==> src/hdl/dse_pkg.sv <==
// Shared types, constants and code tables of the display symbol encoder.
// No dependencies; used by dse_front, dse_back, the top level, the checker and the testbench.
`default_nettype none

package dse_pkg;

  localparam int unsigned QueueDepth = 2;
  localparam int unsigned ConvSteps  = 32;
  localparam int unsigned NumDigits  = 10;

  localparam logic [7:0] SymSpace = 8'hCB;
  localparam logic [7:0] SymMinus = 8'hE3;

  typedef enum logic {
    OpChar   = 1'b0,
    OpNumber = 1'b1
  } opcode_e;

  typedef enum logic [2:0] {
    BkIdle,
    BkConv,
    BkLead,
    BkSign,
    BkEmit
  } back_state_e;

  // Classified request as it sits in the queue
  typedef struct packed {
    opcode_e     op;
    logic [7:0]  code;
    logic        neg;
    logic [31:0] mag;
  } entry_t;

  function automatic logic [7:0] digit_code(logic [3:0] d);
    logic [7:0] c;
    case (d)
      4'd0: c = 8'hED;
      4'd1: c = 8'hD5;
      4'd2: c = 8'hEF;
      4'd3: c = 8'hD7;
      4'd4: c = 8'hF1;
      4'd5: c = 8'hD9;
      4'd6: c = 8'hF3;
      4'd7: c = 8'hDB;
      4'd8: c = 8'hF5;
      4'd9: c = 8'hDD;
      default: c = SymSpace;
    endcase
    return c;
  endfunction

  function automatic logic [7:0] letter_code(logic [4:0] i);
    logic [7:0] c;
    case (i)
      5'd0:  c = 8'h89;
      5'd1:  c = 8'h8B;
      5'd2:  c = 8'h8D;
      5'd3:  c = 8'h8F;
      5'd4:  c = 8'h91;
      5'd5:  c = 8'h93;
      5'd6:  c = 8'h95;
      5'd7:  c = 8'h97;
      5'd8:  c = 8'h99;
      5'd9:  c = 8'h9B;
      5'd10: c = 8'h9D;
      5'd11: c = 8'h9F;
      5'd12: c = 8'hA3;
      5'd13: c = 8'hA5;
      5'd14: c = 8'hA7;
      5'd15: c = 8'hA9;
      5'd16: c = 8'hAB;
      5'd17: c = 8'hAD;
      5'd18: c = 8'hAF;
      5'd19: c = 8'hB1;
      5'd20: c = 8'hB3;
      5'd21: c = 8'hB5;
      5'd22: c = 8'hB7;
      5'd23: c = 8'hB9;
      5'd24: c = 8'hBB;
      5'd25: c = 8'hBD;
      default: c = SymSpace;
    endcase
    return c;
  endfunction

  // ASCII byte to display code; unlisted bytes give the space code
  function automatic logic [7:0] char_code(logic [7:0] ch);
    logic [7:0] c;
    if (ch >= 8'h41 && ch <= 8'h5A) begin
      c = letter_code(5'(ch - 8'h41));
    end else if (ch >= 8'h61 && ch <= 8'h7A) begin
      c = letter_code(5'(ch - 8'h61));
    end else if (ch >= 8'h30 && ch <= 8'h39) begin
      c = digit_code(4'(ch - 8'h30));
    end else begin
      case (ch)
        8'h2C: c = 8'hBF;  // comma
        8'h28: c = 8'hC5;  // open paren
        8'h2E: c = 8'hC7;  // period
        8'h2B: c = 8'hC9;  // plus
        8'h20: c = 8'hCB;  // space
        8'h3E: c = 8'hCD;  // greater than
        8'h24: c = 8'hCF;  // dollar
        8'h3A: c = 8'hD1;  // colon
        8'h2F: c = 8'hD3;  // slash
        8'h29: c = 8'hDF;  // close paren
        8'h2D: c = 8'hE3;  // minus
        8'h3D: c = 8'hE5;  // equals
        8'h3C: c = 8'hE7;  // less than
        8'h25: c = 8'hE9;  // percent
        8'h2A: c = 8'hEB;  // asterisk
        8'h0A: c = 8'hF7;  // line feed
        8'h3F: c = 8'hF9;  // question mark
        8'h21: c = 8'hFB;  // exclamation
        8'h23: c = 8'hFD;  // number sign
        8'h40: c = 8'hFF;  // at sign
        default: c = SymSpace;
      endcase
    end
    return c;
  endfunction

endpackage

`default_nettype wire

==> src/hdl/dse_in_if.sv <==
// Request channel of the display symbol encoder: valid, ready, payload.
// No dependencies.
`default_nettype none

interface dse_in_if;
  logic               valid;
  logic               ready;
  logic               opcode;
  logic        [7:0]  character;
  logic signed [31:0] number;

  modport source (output valid, output opcode, output character, output number,
                  input ready);
  modport sink   (input valid, input opcode, input character, input number,
                  output ready);
endinterface

`default_nettype wire

==> src/hdl/dse_out_if.sv <==
// Symbol channel of the display symbol encoder: valid, ready, payload.
// No dependencies.
`default_nettype none

interface dse_out_if;
  logic       valid;
  logic       ready;
  logic [7:0] symbol_code;
  logic       last_symbol;

  modport source (output valid, output symbol_code, output last_symbol, input ready);
  modport sink   (input valid, input symbol_code, input last_symbol, output ready);
endinterface

`default_nettype wire

==> src/hdl/dse_front.sv <==
// Front end: accepts requests, classifies them and queues them.
// Depends on dse_pkg and dse_in_if.
`default_nettype none

module dse_front #(
  parameter int unsigned Depth = dse_pkg::QueueDepth
) (
  input  wire logic      clk_i,
  input  wire logic      rst_ni,
  dse_in_if.sink         in_i,
  output dse_pkg::entry_t head_o,
  output logic           head_valid_o,
  input  wire logic      pop_i
);

  localparam int unsigned PtrW = (Depth > 1) ? $clog2(Depth) : 1;
  localparam int unsigned CntW = $clog2(Depth + 1);
  localparam logic [PtrW-1:0] LastPtr = PtrW'(Depth - 1);
  localparam logic [CntW-1:0] FullCnt = CntW'(Depth);

  dse_pkg::entry_t mem_q [Depth];
  logic [PtrW-1:0] wr_ptr_q, wr_ptr_d, rd_ptr_q, rd_ptr_d;
  logic [CntW-1:0] cnt_q, cnt_d;
  logic            push, pop;
  dse_pkg::entry_t entry;

  // Classify: character lookup, sign and magnitude
  always_comb begin
    entry.op   = dse_pkg::opcode_e'(in_i.opcode);
    entry.code = dse_pkg::char_code(in_i.character);
    entry.neg  = in_i.number[31];
    entry.mag  = in_i.number[31] ? (32'd0 - 32'(in_i.number)) : 32'(in_i.number);
  end

  assign in_i.ready   = (cnt_q != FullCnt);
  assign push         = in_i.valid && in_i.ready;
  assign head_valid_o = (cnt_q != '0);
  assign pop          = pop_i && head_valid_o;
  assign head_o       = mem_q[rd_ptr_q];

  // Pointer and count update
  always_comb begin
    wr_ptr_d = wr_ptr_q;
    rd_ptr_d = rd_ptr_q;
    cnt_d    = cnt_q;
    if (push) begin
      wr_ptr_d = (wr_ptr_q == LastPtr) ? '0 : wr_ptr_q + 1'b1;
    end
    if (pop) begin
      rd_ptr_d = (rd_ptr_q == LastPtr) ? '0 : rd_ptr_q + 1'b1;
    end
    if (push && !pop) begin
      cnt_d = cnt_q + 1'b1;
    end else if (pop && !push) begin
      cnt_d = cnt_q - 1'b1;
    end
  end

  always_ff @(posedge clk_i or negedge rst_ni) begin
    if (!rst_ni) begin
      wr_ptr_q <= '0;
      rd_ptr_q <= '0;
      cnt_q    <= '0;
    end else begin
      wr_ptr_q <= wr_ptr_d;
      rd_ptr_q <= rd_ptr_d;
      cnt_q    <= cnt_d;
    end
  end

  // Queue storage
  always_ff @(posedge clk_i) begin
    if (push) begin
      mem_q[wr_ptr_q] <= entry;
    end
  end

endmodule

`default_nettype wire

==> src/hdl/dse_back.sv <==
// Back end: converts queued requests to symbol codes and drives the output.
// Depends on dse_pkg and dse_out_if.
`default_nettype none

module dse_back (
  input  wire logic            clk_i,
  input  wire logic            rst_ni,
  input  wire dse_pkg::entry_t head_i,
  input  wire logic            head_valid_i,
  output logic                 pop_o,
  dse_out_if.source            out_o
);

  localparam int unsigned BcdW = 4 * dse_pkg::NumDigits;
  localparam int unsigned StepW = $clog2(dse_pkg::ConvSteps);
  localparam logic [StepW-1:0] LastStep = StepW'(dse_pkg::ConvSteps - 1);
  localparam int unsigned IdxW = $clog2(dse_pkg::NumDigits);

  dse_pkg::back_state_e state_q, state_d;

  logic [BcdW-1:0]  bcd_q, bcd_adj;
  logic [31:0]      bin_q;
  logic [StepW-1:0] step_q;
  logic [IdxW-1:0]  idx_q, lead_idx;
  logic             neg_q;

  logic             out_valid_q;
  logic [7:0]       out_sym_q;
  logic             out_last_q;

  logic             slot_free;
  logic             emit, emit_last, load_conv, step_conv, load_idx, dec_idx;
  logic [7:0]       emit_sym;

  assign slot_free   = !out_valid_q || out_o.ready;
  assign out_o.valid = out_valid_q;
  assign out_o.symbol_code = out_sym_q;
  assign out_o.last_symbol = out_last_q;

  // Next state
  always_comb begin
    state_d = state_q;
    case (state_q)
      dse_pkg::BkIdle: begin
        if (head_valid_i && head_i.op == dse_pkg::OpNumber) begin
          state_d = dse_pkg::BkConv;
        end
      end
      dse_pkg::BkConv: begin
        if (step_q == LastStep) begin
          state_d = dse_pkg::BkLead;
        end
      end
      dse_pkg::BkLead: begin
        state_d = neg_q ? dse_pkg::BkSign : dse_pkg::BkEmit;
      end
      dse_pkg::BkSign: begin
        if (slot_free) begin
          state_d = dse_pkg::BkEmit;
        end
      end
      dse_pkg::BkEmit: begin
        if (slot_free && idx_q == '0) begin
          state_d = dse_pkg::BkIdle;
        end
      end
      default: state_d = dse_pkg::BkIdle;
    endcase
  end

  // Control outputs
  always_comb begin
    pop_o     = 1'b0;
    emit      = 1'b0;
    emit_sym  = head_i.code;
    emit_last = 1'b1;
    load_conv = 1'b0;
    step_conv = 1'b0;
    load_idx  = 1'b0;
    dec_idx   = 1'b0;
    case (state_q)
      dse_pkg::BkIdle: begin
        if (head_valid_i && head_i.op == dse_pkg::OpChar && slot_free) begin
          pop_o = 1'b1;
          emit  = 1'b1;
        end else if (head_valid_i && head_i.op == dse_pkg::OpNumber) begin
          pop_o     = 1'b1;
          load_conv = 1'b1;
        end
      end
      dse_pkg::BkConv: step_conv = 1'b1;
      dse_pkg::BkLead: load_idx  = 1'b1;
      dse_pkg::BkSign: begin
        emit      = slot_free;
        emit_sym  = dse_pkg::SymMinus;
        emit_last = 1'b0;
      end
      dse_pkg::BkEmit: begin
        emit      = slot_free;
        dec_idx   = slot_free;
        emit_sym  = dse_pkg::digit_code(bcd_q[{idx_q, 2'b00} +: 4]);
        emit_last = (idx_q == '0);
      end
      default: ;
    endcase
  end

  // Double-dabble adjust: add 3 to every digit of 5 or more
  always_comb begin
    for (int i = 0; i < dse_pkg::NumDigits; i++) begin
      bcd_adj[4*i +: 4] = (bcd_q[4*i +: 4] >= 4'd5) ? bcd_q[4*i +: 4] + 4'd3
                                                    : bcd_q[4*i +: 4];
    end
  end

  // Highest nonzero digit; zero gives a single digit
  always_comb begin
    lead_idx = '0;
    for (int i = 0; i < dse_pkg::NumDigits; i++) begin
      if (bcd_q[4*i +: 4] != 4'd0) begin
        lead_idx = IdxW'(i);
      end
    end
  end

  always_ff @(posedge clk_i or negedge rst_ni) begin
    if (!rst_ni) begin
      state_q     <= dse_pkg::BkIdle;
      out_valid_q <= 1'b0;
    end else begin
      state_q <= state_d;
      if (emit) begin
        out_valid_q <= 1'b1;
      end else if (out_o.ready) begin
        out_valid_q <= 1'b0;
      end
    end
  end

  // Datapath registers
  always_ff @(posedge clk_i) begin
    if (emit) begin
      out_sym_q  <= emit_sym;
      out_last_q <= emit_last;
    end
    if (load_conv) begin
      bcd_q  <= '0;
      bin_q  <= head_i.mag;
      neg_q  <= head_i.neg;
      step_q <= '0;
    end else if (step_conv) begin
      bcd_q  <= {bcd_adj[BcdW-2:0], bin_q[31]};
      bin_q  <= {bin_q[30:0], 1'b0};
      step_q <= step_q + 1'b1;
    end
    if (load_idx) begin
      idx_q <= lead_idx;
    end else if (dec_idx && idx_q != '0) begin
      idx_q <= idx_q - 1'b1;
    end
  end

endmodule

`default_nettype wire

==> src/hdl/display_symbol_encoder.sv <==
// Top level of the display symbol encoder: front queue plus back converter.
// Depends on dse_pkg, dse_in_if, dse_out_if, dse_front and dse_back.
//
// Usage:
//   in_i  takes requests: opcode 0 translates the character byte into one
//         symbol code, opcode 1 prints the signed number in decimal
//         (leading minus code if negative, digits most significant first).
//   out_o gives one or more symbol codes per request; last_symbol marks the final one.
//   A character request passes through the request queue and the output register.
//   A number request runs a 32-step binary-to-BCD shift converter, then gives one
//   symbol per cycle while the receiver takes them.
//   Throughput: one character request per cycle while the receiver takes symbols;
//   a number request holds the converter until its last symbol (up to 11) is issued.
//   The request queue (QDepth entries) keeps accepting while the converter
//   works or while a symbol waits at the output.
//   Reset empties the queue and drops any symbol in progress.
//   When the receiver stalls, the symbol holds on out_o and the back end waits
//   before issuing its next symbol; in_i.ready falls once the queue is full.
`default_nettype none

module display_symbol_encoder #(
  parameter int unsigned QDepth = dse_pkg::QueueDepth
) (
  input  wire logic clk_i,
  input  wire logic rst_ni,
  dse_in_if.sink    in_i,
  dse_out_if.source out_o
);

  dse_pkg::entry_t head;
  logic            head_valid;
  logic            pop;

  dse_front #(
    .Depth(QDepth)
  ) u_front (
    .clk_i       (clk_i),
    .rst_ni      (rst_ni),
    .in_i        (in_i),
    .head_o      (head),
    .head_valid_o(head_valid),
    .pop_i       (pop)
  );

  dse_back u_back (
    .clk_i       (clk_i),
    .rst_ni      (rst_ni),
    .head_i      (head),
    .head_valid_i(head_valid),
    .pop_o       (pop),
    .out_o       (out_o)
  );

endmodule

`default_nettype wire

==> src/flat_wrapper.sv <==
// flat-port wrapper written by rule: the top's interface ports become plain ports
module display_symbol_encoder_flat 
#(
  parameter int unsigned QDepth = dse_pkg::QueueDepth
)
  (clk_i, rst_ni, in_i_valid, in_i_opcode, in_i_character, in_i_number, in_i_ready, out_o_valid, out_o_symbol_code, out_o_last_symbol, out_o_ready);
  dse_in_if in_i_i ();
  dse_out_if out_o_i ();
  input  wire logic clk_i;
  input  wire logic rst_ni;
  input wire logic [$bits(in_i_i.valid)-1:0] in_i_valid;
  input wire logic [$bits(in_i_i.opcode)-1:0] in_i_opcode;
  input wire logic [$bits(in_i_i.character)-1:0] in_i_character;
  input wire logic [$bits(in_i_i.number)-1:0] in_i_number;
  output wire logic [$bits(in_i_i.ready)-1:0] in_i_ready;
  output wire logic [$bits(out_o_i.valid)-1:0] out_o_valid;
  output wire logic [$bits(out_o_i.symbol_code)-1:0] out_o_symbol_code;
  output wire logic [$bits(out_o_i.last_symbol)-1:0] out_o_last_symbol;
  input wire logic [$bits(out_o_i.ready)-1:0] out_o_ready;
  assign in_i_i.valid = in_i_valid;
  assign in_i_i.opcode = in_i_opcode;
  assign in_i_i.character = in_i_character;
  assign in_i_i.number = in_i_number;
  assign in_i_ready = in_i_i.ready;
  assign out_o_valid = out_o_i.valid;
  assign out_o_symbol_code = out_o_i.symbol_code;
  assign out_o_last_symbol = out_o_i.last_symbol;
  assign out_o_i.ready = out_o_ready;
  display_symbol_encoder #(.QDepth(QDepth)) u_core (.clk_i(clk_i), .rst_ni(rst_ni), .in_i(in_i_i), .out_o(out_o_i));
endmodule
==> config.mk <==
export PLATFORM = sky130hd
export DESIGN_NAME = display_symbol_encoder_flat
export DESIGN_NICKNAME = d
export VERILOG_FILES = /design/src/hdl/dse_pkg.sv /design/src/hdl/dse_in_if.sv /design/src/hdl/dse_out_if.sv /design/src/hdl/dse_front.sv /design/src/hdl/dse_back.sv /design/src/hdl/display_symbol_encoder.sv /design/src/flat_wrapper.sv
export SDC_FILE = /design/constraint.sdc
export NUM_CORES = 1
export LEC_CHECK = 0
export BUFFER_PORTS_ARGS = -buffer_cell sky130_fd_sc_hd__buf_2
export CAP_MARGIN = 0
export CORE_MARGIN = 1
export CORE_UTILIZATION = 50
export DETAILED_ROUTE_END_ITERATION = 8
export PLACE_DENSITY_LB_ADDON = 0.08
export SYNTH_ARGS = -nofsm -noshare
export SYNTH_HDL_FRONTEND = slang
export SYNTH_HIERARCHICAL = 1
export SYNTH_SLANG_ARGS = --single-unit
==> constraint.sdc <==
create_clock -name clk_i -period 7.1 [get_ports clk_i]
set_clock_uncertainty 0.05 [all_clocks]
set_input_delay 0.71 -clock clk_i [delete_from_list [all_inputs] [get_ports clk_i]]
set_output_delay 0.71 -clock clk_i [all_outputs]
set_load 0.01 [all_outputs]
== Word level (Yosys, flattened, before mapping) ==
Memories as Yosys holds them, arrays and structs flattened.
Cells that the tools add are included.

* Reductions and logical operators: 35
* Shift operators: 1
* Bitwise gates (word level): 1
* Eq/ne operators: 29
* Mux-type cells: 54
* Order comparisons: 16
* Add/subtract/negate cells: 20

{| class="wikitable"
|+ Operator list
! operator !! number
|-
| 8-bit by 6-bit equality test with 1-bit output (second input constant) || 17
|-
| 7-bit one-hot mux with 19 select lines || 1
|-
| 32-bit two-way mux || 3
|-
| 4-bit two-way mux || 19
|-
| 4-bit by 3-bit greater-or-equal comparator with 1-bit output (second input constant) || 10
|-
| 4-bit nonzero test || 10
|-
| 40-bit by 7-bit variable part select with 4-bit output || 1
|-
| 4-bit by 2-bit adder with 4-bit output (second input constant) || 9
|-
| 1-bit by 32-bit subtractor with 32-bit output (first input constant) || 1
|-
| 8-bit two-way mux || 3
|-
| 3-bit two-way mux || 6
|-
| 8-bit by 7-bit greater-or-equal comparator with 1-bit output (second input constant) || 2
|-
| 8-bit by 7-bit less-or-equal comparator with 1-bit output (second input constant) || 2
|-
| 1-bit two-way mux || 16
|-
| 8-bit one-hot mux with 2 select lines || 1
|-
| 3-bit one-hot mux with 5 select lines || 1
|-
| 1-bit logical AND || 12
|-
| 2-bit inequality test (second input constant) || 5
|-
| 2-bit nonzero test || 5
|-
| 5-bit by 1-bit subtractor with 5-bit output (second input constant) || 2
|-
| 8-bit by 4-bit equality test with 1-bit output (second input constant) || 1
|-
| 8-bit by 7-bit equality test with 1-bit output (second input constant) || 1
|-
| 8-bit by 6-bit greater-or-equal comparator with 1-bit output (second input constant) || 1
|-
| 8-bit by 6-bit less-or-equal comparator with 1-bit output (second input constant) || 1
|-
| other kinds (19) || 26
|}

* RAM bits: 84
* Bits of input ports: 45
* Word-level logic and storage cells: 173
* Output and inout bits: 11
* Memory bits (read-only): 544
* Bits in registers: 99
* Memories: 5

{| class="wikitable"
|+ Memory list
! memory !! depth !! width !! read ports !! clocked after Yosys merged registers in !! write ports !! RTL line !! text
|-
| (name not given) || 32 || 6 || 1 || 0 || 0 || dse_pkg.sv:55 || <nowiki>case (i)</nowiki>
|-
| (name not given) || 32 || 6 || 1 || 0 || 0 || dse_pkg.sv:55 ||
|-
| u_core.u_front.mem_q || 2 || 42 || 1 || 0 || 1 || dse_front.sv:21 || <nowiki>dse_pkg::entry_t mem_q [Depth];</nowiki>
|-
| (name not given) || 16 || 5 || 1 || 0 || 0 || dse_pkg.sv:37 || <nowiki>case (d)</nowiki>
|-
| (name not given) || 16 || 5 || 1 || 0 || 0 || dse_pkg.sv:37 ||
|}

== Depth between registers and ports, before layout ==
* Word-level depth: 11
* Mapped depth: 10
* Mapped depth without buffers: 9

== Modules after synthesis ==
The synthesis kept the hierarchy.

{| class="wikitable"
|+ By module, submodules not included
! module !! instances !! cells an instance !! area each (um2) !! sequential area each (um2)
|-
| dse_back || 1 || 573 || 5187.5 || 2382.3
|-
| dse_front || 1 || 401 || 4752.1 || 2502.4
|}

== Worst setup path before layout ==
OpenSTA, ideal clock, no wires.

* Path kind: input to register
* Start point: input port in_i_character[0]
* End point: memory u_core/u_front/mem_q[0][36] (netlist bit), data pin
* Data required time: 6866 ps
* Stages on the path: 10
* Buffers on the path: 2
* Setup time: 184 ps
* Arrival time: 2797 ps
* Slack: 4069 ps
* Cell sequence: clkbuf_1 > inv_1 > ha_1 > or3b_2 > clkbuf_1 > o31ai_1 > nor3_1 > a31oi_1 > and4_1 > a211oi_1

{| class="wikitable"
|+ RTL lines
! item !! RTL line !! text
|-
| from (decl) || flat_wrapper.sv:13 || <nowiki>input wire logic [$bits(in_i_i.character)-1:0] in_i_character;</nowiki>
|-
| to (decl) || dse_front.sv:21 ||
|}

== Worst setup path after layout ==
* Start point: register u_core.u_back.state_q[1]
* End point: register u_core.u_back.bin_q[3], data pin

* Cells in the longest elaborated chain, start to end: 3

{| class="wikitable"
|+ Ends and longest elaborated chain
! item !! RTL line !! text
|-
| from (decl) || dse_back.sv:19 || <nowiki>dse_pkg::back_state_e state_q, state_d;</nowiki>
|-
| from (signal assigned) || dse_back.sv:128 || <nowiki>state_q <= dse_pkg::BkIdle;</nowiki>
|-
| from (signal assigned) || dse_back.sv:131 || <nowiki>state_q <= state_d;</nowiki>
|-
| 3-bit zero test || dse_back.sv:81 || <nowiki>case (state_q)</nowiki>
|-
| 1-bit two-way mux || dse_back.sv:81 ||
|-
| 32-bit two-way mux || dse_back.sv:146 || <nowiki>if (load_conv) begin</nowiki>
|-
| to (signal assigned) || dse_back.sv:148 || <nowiki>bin_q <= head_i.mag;</nowiki>
|-
| to (signal assigned) || dse_back.sv:153 || <nowiki>bin_q <= {bin_q[30:0], 1'b0};</nowiki>
|-
| to (decl) || dse_back.sv:22 || <nowiki>logic [31:0] bin_q;</nowiki>
|}

No other way between the ends.
A chain may end at the register's enable or synchronous reset.

==> reports/results.tsv <==
metric	value	unit
Vert. Die Dim	143	um
total grt overflow	0	
total CTS buffers	17	
outcome	finished, final reports clean	
row count	51	
post-synth top area share	38.1	%
setup TNS	0	ps
Area Growth Syn to Fin	10.4	%
number of global-route vias before repair	6407	
area leader, netlist	edfxtp_1	
Layout Utilization	56.4	%
Gate power share	34.0	%
Worst VDD drop	242	uV
Post-synth EDFFs	126	
sequential-to-total area share from yosys stat	49.1	%
post-synthesis cell count	974	
internal power	2630	uW
Static Leak	0.00414	uW
GR Util All Layers	20.4	%
max_cap viols	0	
Pre-antenna DRT Iters	5	
synth warn	6	
Power Density	378	nW/um^2
fin crit share	45.8	%
Initial Util	51.1	%
P_sw	1520	uW
switching share of power	36.6	%
pre-CTS setup slack	3780	ps
Worst Slack Setup Final	3850	ps
Max Clock Freq	308	MHz
synthesis-stage register bit count	179	
fin cells	1275	
library cells used by synthesis	78	
post-DR wirelength/cell	15.5	um
first-pass GRT wire length	32400	um
Setup Fix Bufs, Post-CTS	0	
Tmin final	3250	ps
mapped cell area	9940	sq um
Post-Place Cells	1243	
largest net degree at the start of global routing	72	
Final Slew Violations	0	
CTS root buffer	clkbuf_16	
vias	7100	
nets	1079	
Filler Cells Inserted	1684	
clock sink count	179	
Ports	56	
IO Port Bufs	55	
initial antenna violation count	0	
Hold Crit Class	in2async	
CTS tree	yes	
final setup fails	0	
Clock Power Share	23.4	%
routability cong.	0.880	
kind of critical path	reg2reg	
Async S/R FF share, synth	4.47	%
# resized after CTS	0	
syn_area_per_cell	10.2	sq um
Crit Path Max Fanout	55	
crit start category	flip-flop	
Worst Setup End Kind	flip-flop	
CP arrival	3500	ps
Via density	5.57	
RSZ-0062 raised after global routing	no	
top cells by area, synth	edfxtp_1, dfxtp_1, nand2_1	
DRC	0	
die area	20400	sq um
clock buffer depth	2	
sequential power share	42.6	%
share of cells above drive strength 1	16.9	%
Worst-path clk slew	70	ps
post-route ant nets	0	
Final Cell Area	11000	sq um
Core Area	19500	sq um
DRT iter0 DRCs	499	
relative slew slack	23.6	%
ANT cells	0	
Post-synth top flop	edfxtp_1	
Die Width	143	um
clk_lat worst skew	430	ps
Post-Route WL	19800	um
Req. time, crit path	7350	ps
Final Hold Viols	0	
Slew @ Worst Pin	1140	ps
area post-placement	10300	sq um
Hold Buf Count CTS	0	
DP Wirelength	13100	um
htree depth	4	
-- critical path, stage by stage (launching register included) --
cell and delay [ps]:
dfrtp_1 560, nor4b_2 450, nand2_2 730, inv_2 1060, nand2_1 160, nand2_1 90
-- metrics by stage --
stage / hold WS, ps / total power (uW)
finish: 60.3 / 4150
global route: 47.0 / 4460
CTS: 41.2 / 4200
detailed placement: 400 / 3210
global placement: 377 / 3190
floorplan: 364 / 2840
-- layout make-up --
cell class / count / area, sq um / area share, %
clock inverter: 15 / 208 / 1.89
timing repair buffer: 61 / 320 / 2.92
clock buffer: 17 / 425 / 3.88
multi-input combinational: 699 / 4660 / 42.5
sequential: 179 / 4880 / 44.5
tap: 265 / 332 / 3.02
inverter: 39 / 146 / 1.33
-- state kept, by name, summed over array words and instances, names as in the netlist, 2 cells and up --
signal,count
u_core/u_back/bcd_q,40
u_core/u_back/bin_q,32
u_core/u_back/idx_q,4
u_core/u_back/out_o.symbol_code,8
u_core/u_back/state_q,3
u_core/u_back/step_q,5
u_core/u_front/cnt_q,2
u_core/u_front/mem_q,80
-- per-layer routing --
layer  GRT usage (%)  up-vias  part of all wire [%]
li1                -     3567                     -
met1            29.4     3356                    50
met2            31.7      167                    45
met3            3.52       10                   4.3
met4            5.21        0                  0.76
met5               0        -                     0
-- cells in the mapped netlist (all sizes together) (5+ instances only) --
master and count:
o21ai 72, a21oi 50, or3 10, xnor2 46
o22ai 5, a211oi 8, mux2 42, o41ai 7
buf 20, nand2b 16, nor2b 6, and3 5
o32ai 10, ha 37, a31oi 6, nand3 46
nor3 9, nor2 63, inv 38, dfxtp 45
nand2 139, o211ai 5, or4 6, mux4 6
o31ai 14, mux2i 12, or3b 5, xor2 14
nor3b 10, edfxtp 126, dfrtp 8, clkbuf 38
-- placed cells by master, fill, tap and decap left out, types with 14 or more instances in the layout --
master     instances
ha_1              37
o21ai_0           71
clkbuf_16         17
inv_1             37
nand2b_1          16
a21oi_1           50
dfxtp_1           45
o31ai_1           14
xnor2_1           46
mux2_2            42
nor2_1            61
edfxtp_1         126
xor2_1            14
nand2_1          138
buf_2             55
nand3_1           46
-- logic make-up (layout without fill, tap and decap cells) --
| logic type | Yosys count | after routing | share of synthesized area, % |
|---|---|---|---|
| AND/OR/NAND/NOR | 336 | 336 | 16.3 |
| AO/OA/AOI/OAI | 204 | 204 | 13.0 |
| flip-flops | 179 | 179 | 49.1 |
| buffers and inverters | 97 | 132 | 4.10 |
| XOR/XNOR | 60 | 60 | 5.29 |
| multiplexers | 60 | 60 | 7.40 |
| adder cells (fa/ha/maj) | 37 | 37 | 4.66 |
| other | 1 | 2 | 0.0377 |
-- power by group through the flow --
stage               sequential [uW]  combinational (uW)  clock [uW]
floorplan                      1730                1120           0
global placement               1780                1400           0
detailed placement             1790                1420           0
CTS                            1770                1430         998
global route                   1810                1600        1040
finish                         1770                1410         972
-- worst paths after layout --
path	slack, ps	depth (start not counted)	from	end
min in group clk_i	420	2	u_core/u_back/bin_q[31]$_DFFE_PP_	u_core/u_back/bcd_q[0]$_SDFFE_PP0P_
worst max-delay path	3850	5	u_core/u_back/state_q[1]$_DFFE_PN0P_	u_core/u_back/bin_q[3]$_DFFE_PP_
worst max register to register	3850	5	u_core/u_back/state_q[1]$_DFFE_PN0P_	u_core/u_back/bin_q[3]$_DFFE_PP_
max in group asynchronous	6760	1	rst_ni	u_core/u_front/rd_ptr_q$_DFFE_PN0P_
worst min register to register	420	2	u_core/u_back/bin_q[31]$_DFFE_PP_	u_core/u_back/bcd_q[0]$_SDFFE_PP0P_
worst min-delay path	60	1	rst_ni	u_core/u_front/cnt_q[0]$_DFFE_PN0P_
No activity file was read; power rests on OpenSTA's default activity.
